`src/rtl/gbb_pkg.sv`:
```
// Shared types, constants and helpers of the bitmap glyph blitter.
`timescale 1ns / 1ps
package gbb_pkg;

  localparam int GLYPH_HEIGHT = 16;
  localparam int GLYPH_WIDTH  = 8;
  localparam int GLYPH_COUNT  = 256;

  localparam int STORE_DEPTH = GLYPH_COUNT * GLYPH_HEIGHT;
  localparam int STORE_AW    = $clog2(STORE_DEPTH);
  localparam int ROW_W       = $clog2(GLYPH_HEIGHT);

  localparam int CODE_W   = 8;
  localparam int GROW_W   = 4;
  localparam int BITS_W   = 8;
  localparam int TROW_W   = 9;
  localparam int TCOL_W   = 10;
  localparam int COLOR_W  = 32;
  localparam int ADDR_W   = 26;
  localparam int MASK_W   = 8;
  localparam int WIDTH_W  = 14;

  localparam int IN_DATA_W  = 72;
  localparam int OUT_DATA_W = 72;

  localparam int IN_CODE_LSB  = 0;
  localparam int IN_GROW_LSB  = IN_CODE_LSB + CODE_W;
  localparam int IN_BITS_LSB  = IN_GROW_LSB + GROW_W;
  localparam int IN_TROW_LSB  = IN_BITS_LSB + BITS_W;
  localparam int IN_TCOL_LSB  = IN_TROW_LSB + TROW_W;
  localparam int IN_COLOR_LSB = IN_TCOL_LSB + TCOL_W;

  localparam int OUT_ADDR_LSB  = 0;
  localparam int OUT_MASK_LSB  = OUT_ADDR_LSB + ADDR_W;
  localparam int OUT_COLOR_LSB = OUT_MASK_LSB + MASK_W;

  localparam logic [WIDTH_W-1:0] WIDTH_RESET = WIDTH_W'(640);

  localparam logic REQ_DRAW = 1'b0;
  localparam logic REQ_LOAD = 1'b1;

  typedef enum logic [1:0] {
    ST_IDLE,
    ST_BASE,
    ST_RUN
  } gbb_state_t;

  typedef struct packed {
    logic                we;
    logic                re;
    logic [STORE_AW-1:0] addr;
    logic [BITS_W-1:0]   wdata;
  } gbb_mem_req_t;

  function automatic logic [MASK_W-1:0] row_mask(input logic [BITS_W-1:0] bits);
    logic [MASK_W-1:0] m;
    int                b;
    m = '0;
    for (int x = 0; x < MASK_W; x++) begin
      b = GLYPH_WIDTH - 1 - x;
      if (x < GLYPH_WIDTH && b >= 0 && b < BITS_W) begin
        m[MASK_W-1-x] = bits[b[2:0]];
      end
    end
    return m;
  endfunction

endpackage

```
`src/rtl/gbb_seq.sv`:
```
// Request decode, row sequencer, address generation and output register.
`timescale 1ns / 1ps
module gbb_seq (
  input  logic                          clk,
  input  logic                          rst_n,
  input  logic [gbb_pkg::WIDTH_W-1:0]   surface_width,
  input  logic                          in_tvalid,
  output logic                          in_tready,
  input  logic [gbb_pkg::IN_DATA_W-1:0] in_tdata,
  input  logic [0:0]                    in_tuser,
  output logic                          out_tvalid,
  input  logic                          out_tready,
  output logic [gbb_pkg::OUT_DATA_W-1:0] out_tdata,
  output logic                          out_tlast,
  output gbb_pkg::gbb_mem_req_t         mem_req,
  input  logic [gbb_pkg::BITS_W-1:0]    mem_rdata
);

  gbb_pkg::gbb_state_t state_r, state_nxt;

  logic [gbb_pkg::CODE_W-1:0]  in_code;
  logic [gbb_pkg::GROW_W-1:0]  in_grow;
  logic [gbb_pkg::BITS_W-1:0]  in_bits;
  logic [gbb_pkg::TROW_W-1:0]  in_trow;
  logic [gbb_pkg::TCOL_W-1:0]  in_tcol;
  logic [gbb_pkg::COLOR_W-1:0] in_color;

  logic [gbb_pkg::CODE_W-1:0]  code_r;
  logic [gbb_pkg::TROW_W-1:0]  trow_r;
  logic [gbb_pkg::TCOL_W-1:0]  tcol_r;
  logic [gbb_pkg::COLOR_W-1:0] color_r;
  logic [gbb_pkg::ADDR_W-1:0]  addr_r, addr_nxt;
  logic [gbb_pkg::ROW_W-1:0]   y_r, y_nxt;

  logic                        rd_vld_r;
  logic [gbb_pkg::ADDR_W-1:0]  rd_addr_r;
  logic [gbb_pkg::COLOR_W-1:0] rd_color_r;
  logic                        rd_last_r;
  logic                        rd_ok_r;

  logic                        out_vld_r;
  logic [gbb_pkg::ADDR_W-1:0]  out_addr_r;
  logic [gbb_pkg::MASK_W-1:0]  out_mask_r;
  logic [gbb_pkg::COLOR_W-1:0] out_color_r;
  logic                        out_last_r;

  logic accept, is_load, code_ok, load_ok, rd_move, issue, y_last;
  logic [gbb_pkg::ADDR_W-1:0]   base_addr;
  logic [gbb_pkg::STORE_AW-1:0] load_addr, read_addr;

  assign in_code  = in_tdata[gbb_pkg::IN_GROW_LSB-1:gbb_pkg::IN_CODE_LSB];
  assign in_grow  = in_tdata[gbb_pkg::IN_BITS_LSB-1:gbb_pkg::IN_GROW_LSB];
  assign in_bits  = in_tdata[gbb_pkg::IN_TROW_LSB-1:gbb_pkg::IN_BITS_LSB];
  assign in_trow  = in_tdata[gbb_pkg::IN_TCOL_LSB-1:gbb_pkg::IN_TROW_LSB];
  assign in_tcol  = in_tdata[gbb_pkg::IN_COLOR_LSB-1:gbb_pkg::IN_TCOL_LSB];
  assign in_color = in_tdata[gbb_pkg::IN_COLOR_LSB+gbb_pkg::COLOR_W-1:gbb_pkg::IN_COLOR_LSB];

  assign in_tready = (state_r == gbb_pkg::ST_IDLE);
  assign accept    = in_tvalid && in_tready;
  assign is_load   = (in_tuser[0] == gbb_pkg::REQ_LOAD);
  assign load_ok   = ({1'b0, in_code} < (gbb_pkg::CODE_W+1)'(gbb_pkg::GLYPH_COUNT)) &&
                     ({1'b0, in_grow} < (gbb_pkg::GROW_W+1)'(gbb_pkg::GLYPH_HEIGHT));
  assign code_ok   = ({1'b0, code_r} < (gbb_pkg::CODE_W+1)'(gbb_pkg::GLYPH_COUNT));

  assign load_addr = gbb_pkg::STORE_AW'(in_code) * gbb_pkg::STORE_AW'(gbb_pkg::GLYPH_HEIGHT)
                   + gbb_pkg::STORE_AW'(in_grow);
  assign read_addr = gbb_pkg::STORE_AW'(code_r) * gbb_pkg::STORE_AW'(gbb_pkg::GLYPH_HEIGHT)
                   + gbb_pkg::STORE_AW'(y_r);

  assign base_addr = gbb_pkg::ADDR_W'(trow_r) * gbb_pkg::ADDR_W'(gbb_pkg::GLYPH_HEIGHT)
                   * gbb_pkg::ADDR_W'(surface_width)
                   + gbb_pkg::ADDR_W'(tcol_r) * gbb_pkg::ADDR_W'(gbb_pkg::GLYPH_WIDTH);

  assign rd_move = rd_vld_r && (!out_vld_r || out_tready);
  assign issue   = (state_r == gbb_pkg::ST_RUN) && (!rd_vld_r || rd_move);
  assign y_last  = (y_r == gbb_pkg::ROW_W'(gbb_pkg::GLYPH_HEIGHT - 1));

  always_comb begin
    state_nxt     = state_r;
    addr_nxt      = addr_r;
    y_nxt         = y_r;
    mem_req.we    = 1'b0;
    mem_req.re    = 1'b0;
    mem_req.addr  = read_addr;
    mem_req.wdata = in_bits;
    case (state_r)
      gbb_pkg::ST_IDLE: begin
        mem_req.addr = load_addr;
        if (accept) begin
          if (is_load) begin
            mem_req.we = load_ok;
          end else begin
            state_nxt = gbb_pkg::ST_BASE;
          end
        end
      end
      gbb_pkg::ST_BASE: begin
        addr_nxt  = base_addr;
        y_nxt     = '0;
        state_nxt = gbb_pkg::ST_RUN;
      end
      gbb_pkg::ST_RUN: begin
        if (issue) begin
          mem_req.re = 1'b1;
          addr_nxt   = addr_r + gbb_pkg::ADDR_W'(surface_width);
          y_nxt      = y_r + 1'b1;
          if (y_last) begin
            y_nxt     = '0;
            state_nxt = gbb_pkg::ST_IDLE;
          end
        end
      end
      default: begin
        state_nxt = gbb_pkg::ST_IDLE;
      end
    endcase
  end

  always_ff @(posedge clk) begin
    if (!rst_n) begin
      state_r <= gbb_pkg::ST_IDLE;
      y_r     <= '0;
    end else begin
      state_r <= state_nxt;
      y_r     <= y_nxt;
    end
  end

  always_ff @(posedge clk) begin
    addr_r <= addr_nxt;
    if (accept && !is_load) begin
      code_r  <= in_code;
      trow_r  <= in_trow;
      tcol_r  <= in_tcol;
      color_r <= in_color;
    end
  end

  always_ff @(posedge clk) begin
    if (!rst_n) begin
      rd_vld_r <= 1'b0;
    end else if (issue) begin
      rd_vld_r <= 1'b1;
    end else if (rd_move) begin
      rd_vld_r <= 1'b0;
    end
  end

  always_ff @(posedge clk) begin
    if (issue) begin
      rd_addr_r  <= addr_r;
      rd_color_r <= color_r;
      rd_last_r  <= y_last;
      rd_ok_r    <= code_ok;
    end
  end

  always_ff @(posedge clk) begin
    if (!rst_n) begin
      out_vld_r <= 1'b0;
    end else if (rd_move) begin
      out_vld_r <= 1'b1;
    end else if (out_tready) begin
      out_vld_r <= 1'b0;
    end
  end

  always_ff @(posedge clk) begin
    if (rd_move) begin
      out_addr_r  <= rd_addr_r;
      out_mask_r  <= rd_ok_r ? gbb_pkg::row_mask(mem_rdata) : '0;
      out_color_r <= rd_color_r;
      out_last_r  <= rd_last_r;
    end
  end

  assign out_tvalid = out_vld_r;
  assign out_tlast  = out_last_r;
  assign out_tdata  = gbb_pkg::OUT_DATA_W'({out_color_r, out_mask_r, out_addr_r});

  a_no_rw_clash: assert property (@(posedge clk) disable iff (!rst_n)
    !(mem_req.we && mem_req.re))
    else $error("glyph store written and read in one cycle");

  a_idle_row_zero: assert property (@(posedge clk) disable iff (!rst_n)
    state_r == gbb_pkg::ST_IDLE |-> y_r == '0)
    else $error("row counter not cleared while idle");

  a_draw_to_base: assert property (@(posedge clk) disable iff (!rst_n)
    accept && !is_load |=> state_r == gbb_pkg::ST_BASE)
    else $error("draw word did not start address setup");

  a_last_to_idle: assert property (@(posedge clk) disable iff (!rst_n)
    issue && y_last |=> state_r == gbb_pkg::ST_IDLE && rd_vld_r && rd_last_r)
    else $error("final row issue did not end the draw");

endmodule

```
`config.mk`:
```
export PLATFORM = sky130hd
export DESIGN_NAME = gbb_seq
export DESIGN_NICKNAME = d
export VERILOG_FILES = /design/src/rtl/gbb_pkg.sv /design/src/rtl/gbb_seq.sv
export SDC_FILE = /design/constraint.sdc
export NUM_CORES = 1
export LEC_CHECK = 0
export CAP_MARGIN = 20
export CORE_MARGIN = 1.5
export CORE_UTILIZATION = 30
export DETAILED_ROUTE_END_ITERATION = 16
export DONT_BUFFER_PORTS = 1
export GPL_TIMING_DRIVEN = 0
export SETUP_SLACK_MARGIN = 0.05
export SLEW_MARGIN = 20
export SYNTH_ARGS = -nofsm -noshare
export SYNTH_HDL_FRONTEND = slang
export SYNTH_SLANG_ARGS = --single-unit
```
`constraint.sdc`:
```
create_clock -name clk -period 8.4 [get_ports clk]
set_clock_uncertainty 0.15 [all_clocks]
set_input_delay 0.84 -clock clk [delete_from_list [all_inputs] [get_ports clk]]
set_output_delay 0.84 -clock clk [all_outputs]
set_load 0.01 [all_outputs]
```
==> reports/qor.yml, run 1 <==
sta:
  fmax_mhz: 160.9
  worstMarginPinSlew_ns: 0.7128
  finalCritPeriodShare_pct: 73.98
  slew_viol_final: 0
  worst_slack_ns: 2.186
  setup_viol: 0
  finalHoldViolations: 0
  fin_crit_ns: 6.214
  setup_tns_ns: 0
  slew-limit-headroom_pct: 51.25
  rsz0062_at_grt: "false"
synthesis:
  avgSynthCellArea_sq_um: 12.54
  ys_warn_count: 0
  synthSimpleGateAreaFrac_pct: 11.40
  syn_area_sq_um: 12840
  synth-edff-count: 211
  synth_xor_area_share_pct: 3.947
  synth_top_family_by_area: "adder cells"
  synth_compound_area_share_pct: 7.240
  yosysUniqueCellTypes: 66
  postSynthCellCount: 1024
  synthAdderAreaFrac_pct: 19.74
  synth-seq-cells: 219
  synth_ff_type: "edfxtp_1"
  synthArstFlopShare_pct: 0
  synth_mux_area_share_pct: 1.442
  ys_seq_area_share_pct: 50.59
route:
  drt_iter0_drc: 431
  dr.pass1.iters: 4
  drtAntennaViolNets: 0
  drcViolationCount: 0
  drt_wl_total_mm: 26.65
  via_per_inst: 4.626
  num_vias: 7489
  avgRoutedWirePerCell_um: 16.46
die:
  fp.dieW_um: 209.9
  die_y_um: 209.9
  dieArea_sq_um: 44050
  num_rows: 75
  core_area_sq_um: 42130
  start_util_pct: 30.47
  ioPinCount: 196
worst_setup_path:
  r2r_end: "addr_r[25]"
  worstReg2RegStart: "trow_r[8]"
  r2r_slack_ns: 2.19
  crit_path_start_kind: "register"
  crit_required_ns: 8.51
  crit_arrival_ns: 6.33
  crit_type: "reg -> reg"
  cp-end-kind: "register"
  cp_max_fo: 10
  rr_worst_depth: 18
clock_tree:
  clock_latency_ns: 0.53
  clockBufferDepth: 3
  postCtsSetupRepairBufs: 0
  cts_max_level: 1
  cts_buffers: 24
  ctsResizeCount: 0
  root_buffer: "clkbuf_16"
  clock-sinks: 219
  cts_hold_buffers: 0
  cts_tree: "done"
  path_clk_slew_ns: 0.06
pwr:
  power_mw: 4.593
  vdd_drop_max_uv: 186.1
  p_leak_nw: 5.666
  pwr_density_cell_nw_per_um2: 316.9
worst_hold_path:
  hold_path_class: "reg -> reg"
  hold-path-endpoint: "out_addr_r[12]"
  holdPathStages: 0
  hold_start: "rd_addr_r[12]"
place:
  dpl.hpwl_mm: 21.18
  port_buffers: 0
  routabilityCongestion: 0.8521
  pre_cts_ws_ns: 1.962
grt:
  grt_pass1_wl_mm: 42.59
  antenna_found_initial: 1
  grt_pass1_vias: 7879
  grt_max_degree: 30
  grt_overflow: 0
  grt_usage_pct: 12.30
run:
  max-cap-violations: 0
final_layout:
  final_common_cell: "edfxtp_1"
  fill_cells: 4046
  num-nets-final: 1312
  area_delta_synth_final_pct: 12.88
  layout_common_cells: "edfxtp_1, inv_1, nand2_1"
  antenna_cells: 0
  drive_gt1_share_pct: 8.611
run_status:
  status: "completed"
registers in the layout (all words and copies together) (netlist names):
signal	flops
state_r	2
y_r	4
rd_vld_r	1
out_tlast	1
out_addr_r	26
rd_color_r	32
tcol_r	10
out_tvalid	1
color_r	32
out_color_r	32
addr_r	26
trow_r	9
rd_last_r	1
out_mask_r	8
code_r	8
rd_addr_r	26
Yosys cell counts, types with 2 or more instances:
cell | instances | area (sq um)
edfxtp_1 | 211 | 6336
inv_1 | 124 | 465.5
nand2_1 | 93 | 349.1
fa_1 | 86 | 1722
and2_1 | 79 | 494.2
ha_1 | 65 | 813.3
xnor2_1 | 38 | 332.8
o21ai_0 | 36 | 180.2
nor2_1 | 28 | 105.1
a21oi_1 | 27 | 135.1
clkbuf_1 | 22 | 82.58
xor2_1 | 18 | 157.7
buf_4 | 15 | 112.6
nand3_1 | 14 | 70.07
a21o_1 | 13 | 97.59
nor3_1 | 13 | 65.06
mux2_2 | 12 | 135.1
a211oi_1 | 8 | 60.06
and3_1 | 8 | 50.05
dfxtp_1 | 8 | 160.2
nand2b_1 | 8 | 50.05
nor2b_1 | 8 | 50.05
o21a_1 | 7 | 52.55
a31oi_1 | 6 | 37.54
o21bai_1 | 6 | 45.04
mux2i_1 | 5 | 50.05
or3_1 | 5 | 31.28
buf_6 | 4 | 45.04
nand4_1 | 4 | 25.02
and4_1 | 3 | 26.28
o211ai_1 | 3 | 22.52
o21ai_1 | 3 | 15.01
o22ai_1 | 3 | 18.77
o31ai_1 | 3 | 22.52
a2111oi_0 | 2 | 17.52
a21boi_0 | 2 | 15.01
a311oi_1 | 2 | 17.52
nor4_1 | 2 | 12.51
o22a_1 | 2 | 17.52
o31a_1 | 2 | 17.52
layout make-up:
cell class | count | area [sq um] | share of cell area [%]
Sequential cell | 219 | 6496 | 44.82
Timing Repair Buffer | 7 | 162.7 | 1.122
Inverter | 124 | 465.4 | 3.211
Buffer | 42 | 254.0 | 1.752
Clock buffer | 28 | 636.9 | 4.394
Tap cell | 539 | 674.4 | 4.653
Clock inverter | 16 | 127.6 | 0.8805
Multi-Input combinational cell | 644 | 5677 | 39.17
worst max-delay path, stage by stage, from the launching register on:
cell and delay [ns]:
edfxtp_1 0.49, clkbuf_1 0.42, and2_1 0.24, fa_1 0.42, fa_1 0.53, fa_1 0.55, inv_1 0.06, fa_1 0.53
inv_1 0.04, ha_1 0.39, inv_1 0.18, o31ai_1 0.46, nand2b_1 0.17, a31oi_1 0.04, nor3_1 0.32, mux2_2 0.42
a2111oi_4 0.30, xnor2_1 0.16, o21ai_1 0.07
worst max path at each step:
stage	start	end	slack (ns)	cells after the start
5_1_grt	trow_r[8]	addr_r[25]	1.84	18
4_1_cts	trow_r[7]	addr_r[25]	2.16	18
3_5_place_dp	surface_width[10]	addr_r[25]	1.96	18
2_1_floorplan	surface_width[10]	addr_r[25]	2.47	18
6_report	trow_r[8]	addr_r[25]	2.19	18
3_3_place_gp	state_r[0]	mem_req[20]	1.80	6
metal layers:
metal | GRT usage [%] | vias up | wire, um
met4 | 3.523 | 0 | 609
met3 | 2.903 | 36 | 2041
li1 | - | 3571 | -
met5 | 0 | - | 0
met1 | 15.72 | 3684 | 11420
met2 | 20.75 | 198 | 12580
through the flow:
step,area [sq um],util (%),hold WS (ns),cells
after floorplan,12860,-,0.2503,1029
after global placement,13530,32.12,0.2500,1568
after detailed placement,13730,32.58,0.2545,1575
after CTS,14490,34.40,0.2204,1619
after global routing,14490,34.40,0.2234,1619
final,14490,34.40,0.2520,1619
cell families (layout without fill, tap and decap cells):
group | Yosys count | in the layout
xor+xnor | 57 | 57
compound gates | 137 | 137
mux | 17 | 17
flops | 219 | 219
other cells | 1 | 6
fa+ha+maj | 151 | 151
buf+inv | 166 | 217
simple gates | 276 | 276
power by group:
part	switching [mW]	total [mW]	internal (mW)
Sequential	0.0535	1.40	1.35
Clock	0.429	1.01	0.580
Combinational	1.23	2.18	0.957
Power figures use the tool's default switching activity.
==> run 2, diff against run 1 <==
==> constraint.sdc (replaced) <==
create_clock -name clk -period 6.4 [get_ports clk]
set_clock_uncertainty 0.15 [all_clocks]
set_input_delay 0.64 -clock clk [delete_from_list [all_inputs] [get_ports clk]]
set_output_delay 0.64 -clock clk [all_outputs]
set_load 0.01 [all_outputs]
==> run 2 against run 1 <==
  * Count of clock-buffer cells in the layout did not move
  * Final cell count unchanged
  * Die area unchanged
  * Hold slack got worse by 0.20 ns
  * Cell area rose by 0.10%
  * Total power rose by 31%
==> reports/qor.yml, run 2 (same netlist as run 1, synthesis figures left out) <==
die:
  ioPinCount: 196
  fp.dieW_um: 209.9
  dieArea_sq_um: 44050
  die_y_um: 209.9
  num_rows: 75
  core_area_sq_um: 42130
  start_util_pct: 30.47
worst_setup_path:
  path_cells: "clkbuf_2 > and2_1 > fa_1 > fa_1 > fa_1 > inv_1 > fa_1 > inv_1 > ha_1 > inv_1 > o31ai_2 > nand2b_1 > a31oi_1 > nor3_1 > mux2_2 > a2111oi_4 > xnor2_1 > o21ai_1"
  crit_arrival_ns: 6.11
  cp_max_fo: 10
  cp_slowest_stage_delay_ns: 0.55
  crit_required_ns: 6.51
  cp-end-kind: "register"
  r2r_slack_ns: 0.41
  crit_type: "reg -> reg"
  crit_top_cell: "fa_1"
  crit_path_start_kind: "register"
  slowest_stage: "fa_1"
  crit_family: "adder cells"
  path_buf_inv: 4
clock_tree:
  clock_latency_ns: 0.52
  cts_max_level: 1
  clockBufferDepth: 3
  root_buffer: "clkbuf_16"
  cts_tree: "done"
  clock-sinks: 219
  cts_buffers: 24
  postCtsSetupRepairBufs: 0
  path_clk_slew_ns: 0.07
grt:
  grt_max_degree: 30
  antenna_found_initial: 1
  grt_overflow: 0
  grt_pass1_vias: 7879
  grt_usage_pct: 12.30
  grt_pass1_wl_mm: 42.59
place:
  dpl.hpwl_mm: 21.18
  routabilityCongestion: 0.8521
  port_buffers: 0
  dp.cells: 1575
route:
  num_vias: 7541
  via_per_inst: 4.658
  drt_iter0_drc: 432
  drtAntennaViolNets: 0
  drcViolationCount: 0
  dr.pass1.iters: 4
  avgRoutedWirePerCell_um: 16.50
  drt_wl_total_mm: 26.71
final_layout:
  layout.cells.non_filler: 1619
  postLayoutCoreUtil_pct: 34.44
  area_delta_synth_final_pct: 13.00
  drive_gt1_share_pct: 9.444
  antenna_cells: 0
  largestRegisters: "color_r: 32 flops, out_color_r: 32 flops, rd_color_r: 32 flops"
  fill_cells: 4039
  final_common_cell: "edfxtp_1"
  layout_common_cells: "edfxtp_1, inv_1, nand2_1"
  num-nets-final: 1312
sta:
  finalHoldViolations: 0
  fmax_mhz: 166.9
  whs_ns: 0.05581
  finalCritPeriodShare_pct: 93.63
  setup_tns_ns: 0
  worstMarginPinSlew_ns: 0.7138
  fin_crit_ns: 5.992
  slew-limit-headroom_pct: 51.19
  slew_viol_final: 0
  setup_viol: 0
  rsz0062_at_grt: "false"
pwr:
  vdd_drop_max_uv: 245.6
  switching_share_pct: 37.20
  p_clk_share_pct: 21.9
  power_mw: 6.034
  pwr_density_cell_nw_per_um2: 415.9
  p_leak_nw: 5.692
  p_sw_mw: 2.245
  power_frac_comb_pct: 47.6
  pwr-share-seq_pct: 30.5
  p_int_mw: 3.790
run:
  max-cap-violations: 0
run_status:
  status: "completed"
worst_hold_path:
  hold_path_class: "in -> reg"
run 2: path summary, 6_finish.rpt:
path,startpoint,to,cells after the start
min,in_tdata[23],trow_r[3],0
max reg2reg,trow_r[8],addr_r[25],18
min reg2reg,rd_addr_r[12],out_addr_r[12],0
max,trow_r[8],addr_r[25],18
run 2: cell type report:
type	count	area [sq um]	area share, %
Inverter	124	465.4	3.208
Sequential cell	219	6496	44.77
Clock buffer	28	636.9	4.389
Multi-Input combinational cell	644	5682	39.16
Timing Repair Buffer	7	162.7	1.121
Clock inverter	16	127.6	0.8796
Tap cell	539	674.4	4.648
Buffer	42	264.0	1.820
run 2: timing repair:
action                                  CTS  global route
gates resized for setup                   0            17
hold buffers                              0             0
endpoints found under the setup margin    0             3
run 2: per-stage QoR:
| step | setup slack, ns | area [sq um] |
|---|---|---|
| 2_1_floorplan | 0.6652 | 12860 |
| 3_3_place_gp | 0.00008571 | 13530 |
| 3_5_place_dp | 0.1622 | 13730 |
| 4_1_cts | 0.1572 | 14490 |
| 5_1_grt | 0.08899 | 14510 |
| 6_report | 0.4077 | 14510 |
run 2: routing by layer:
metal,wire length [um],global-route usage (%),vias up
li1,-,-,3573
met3,1702,2.903,39
met2,12640,20.75,216
met5,0,0,-
met4,614,3.523,0
met1,11750,15.72,3713
run 2: power groups by stage:
stage | clock network [mW] | registers (mW) | logic, mW
6_report | 1.32 | 1.84 | 2.87
4_1_cts | 1.38 | 1.84 | 2.89
5_1_grt | 1.43 | 1.85 | 3.26
3_5_place_dp | 0 | 1.87 | 2.87
2_1_floorplan | 0 | 1.85 | 2.37
3_3_place_gp | 0 | 1.87 | 2.81
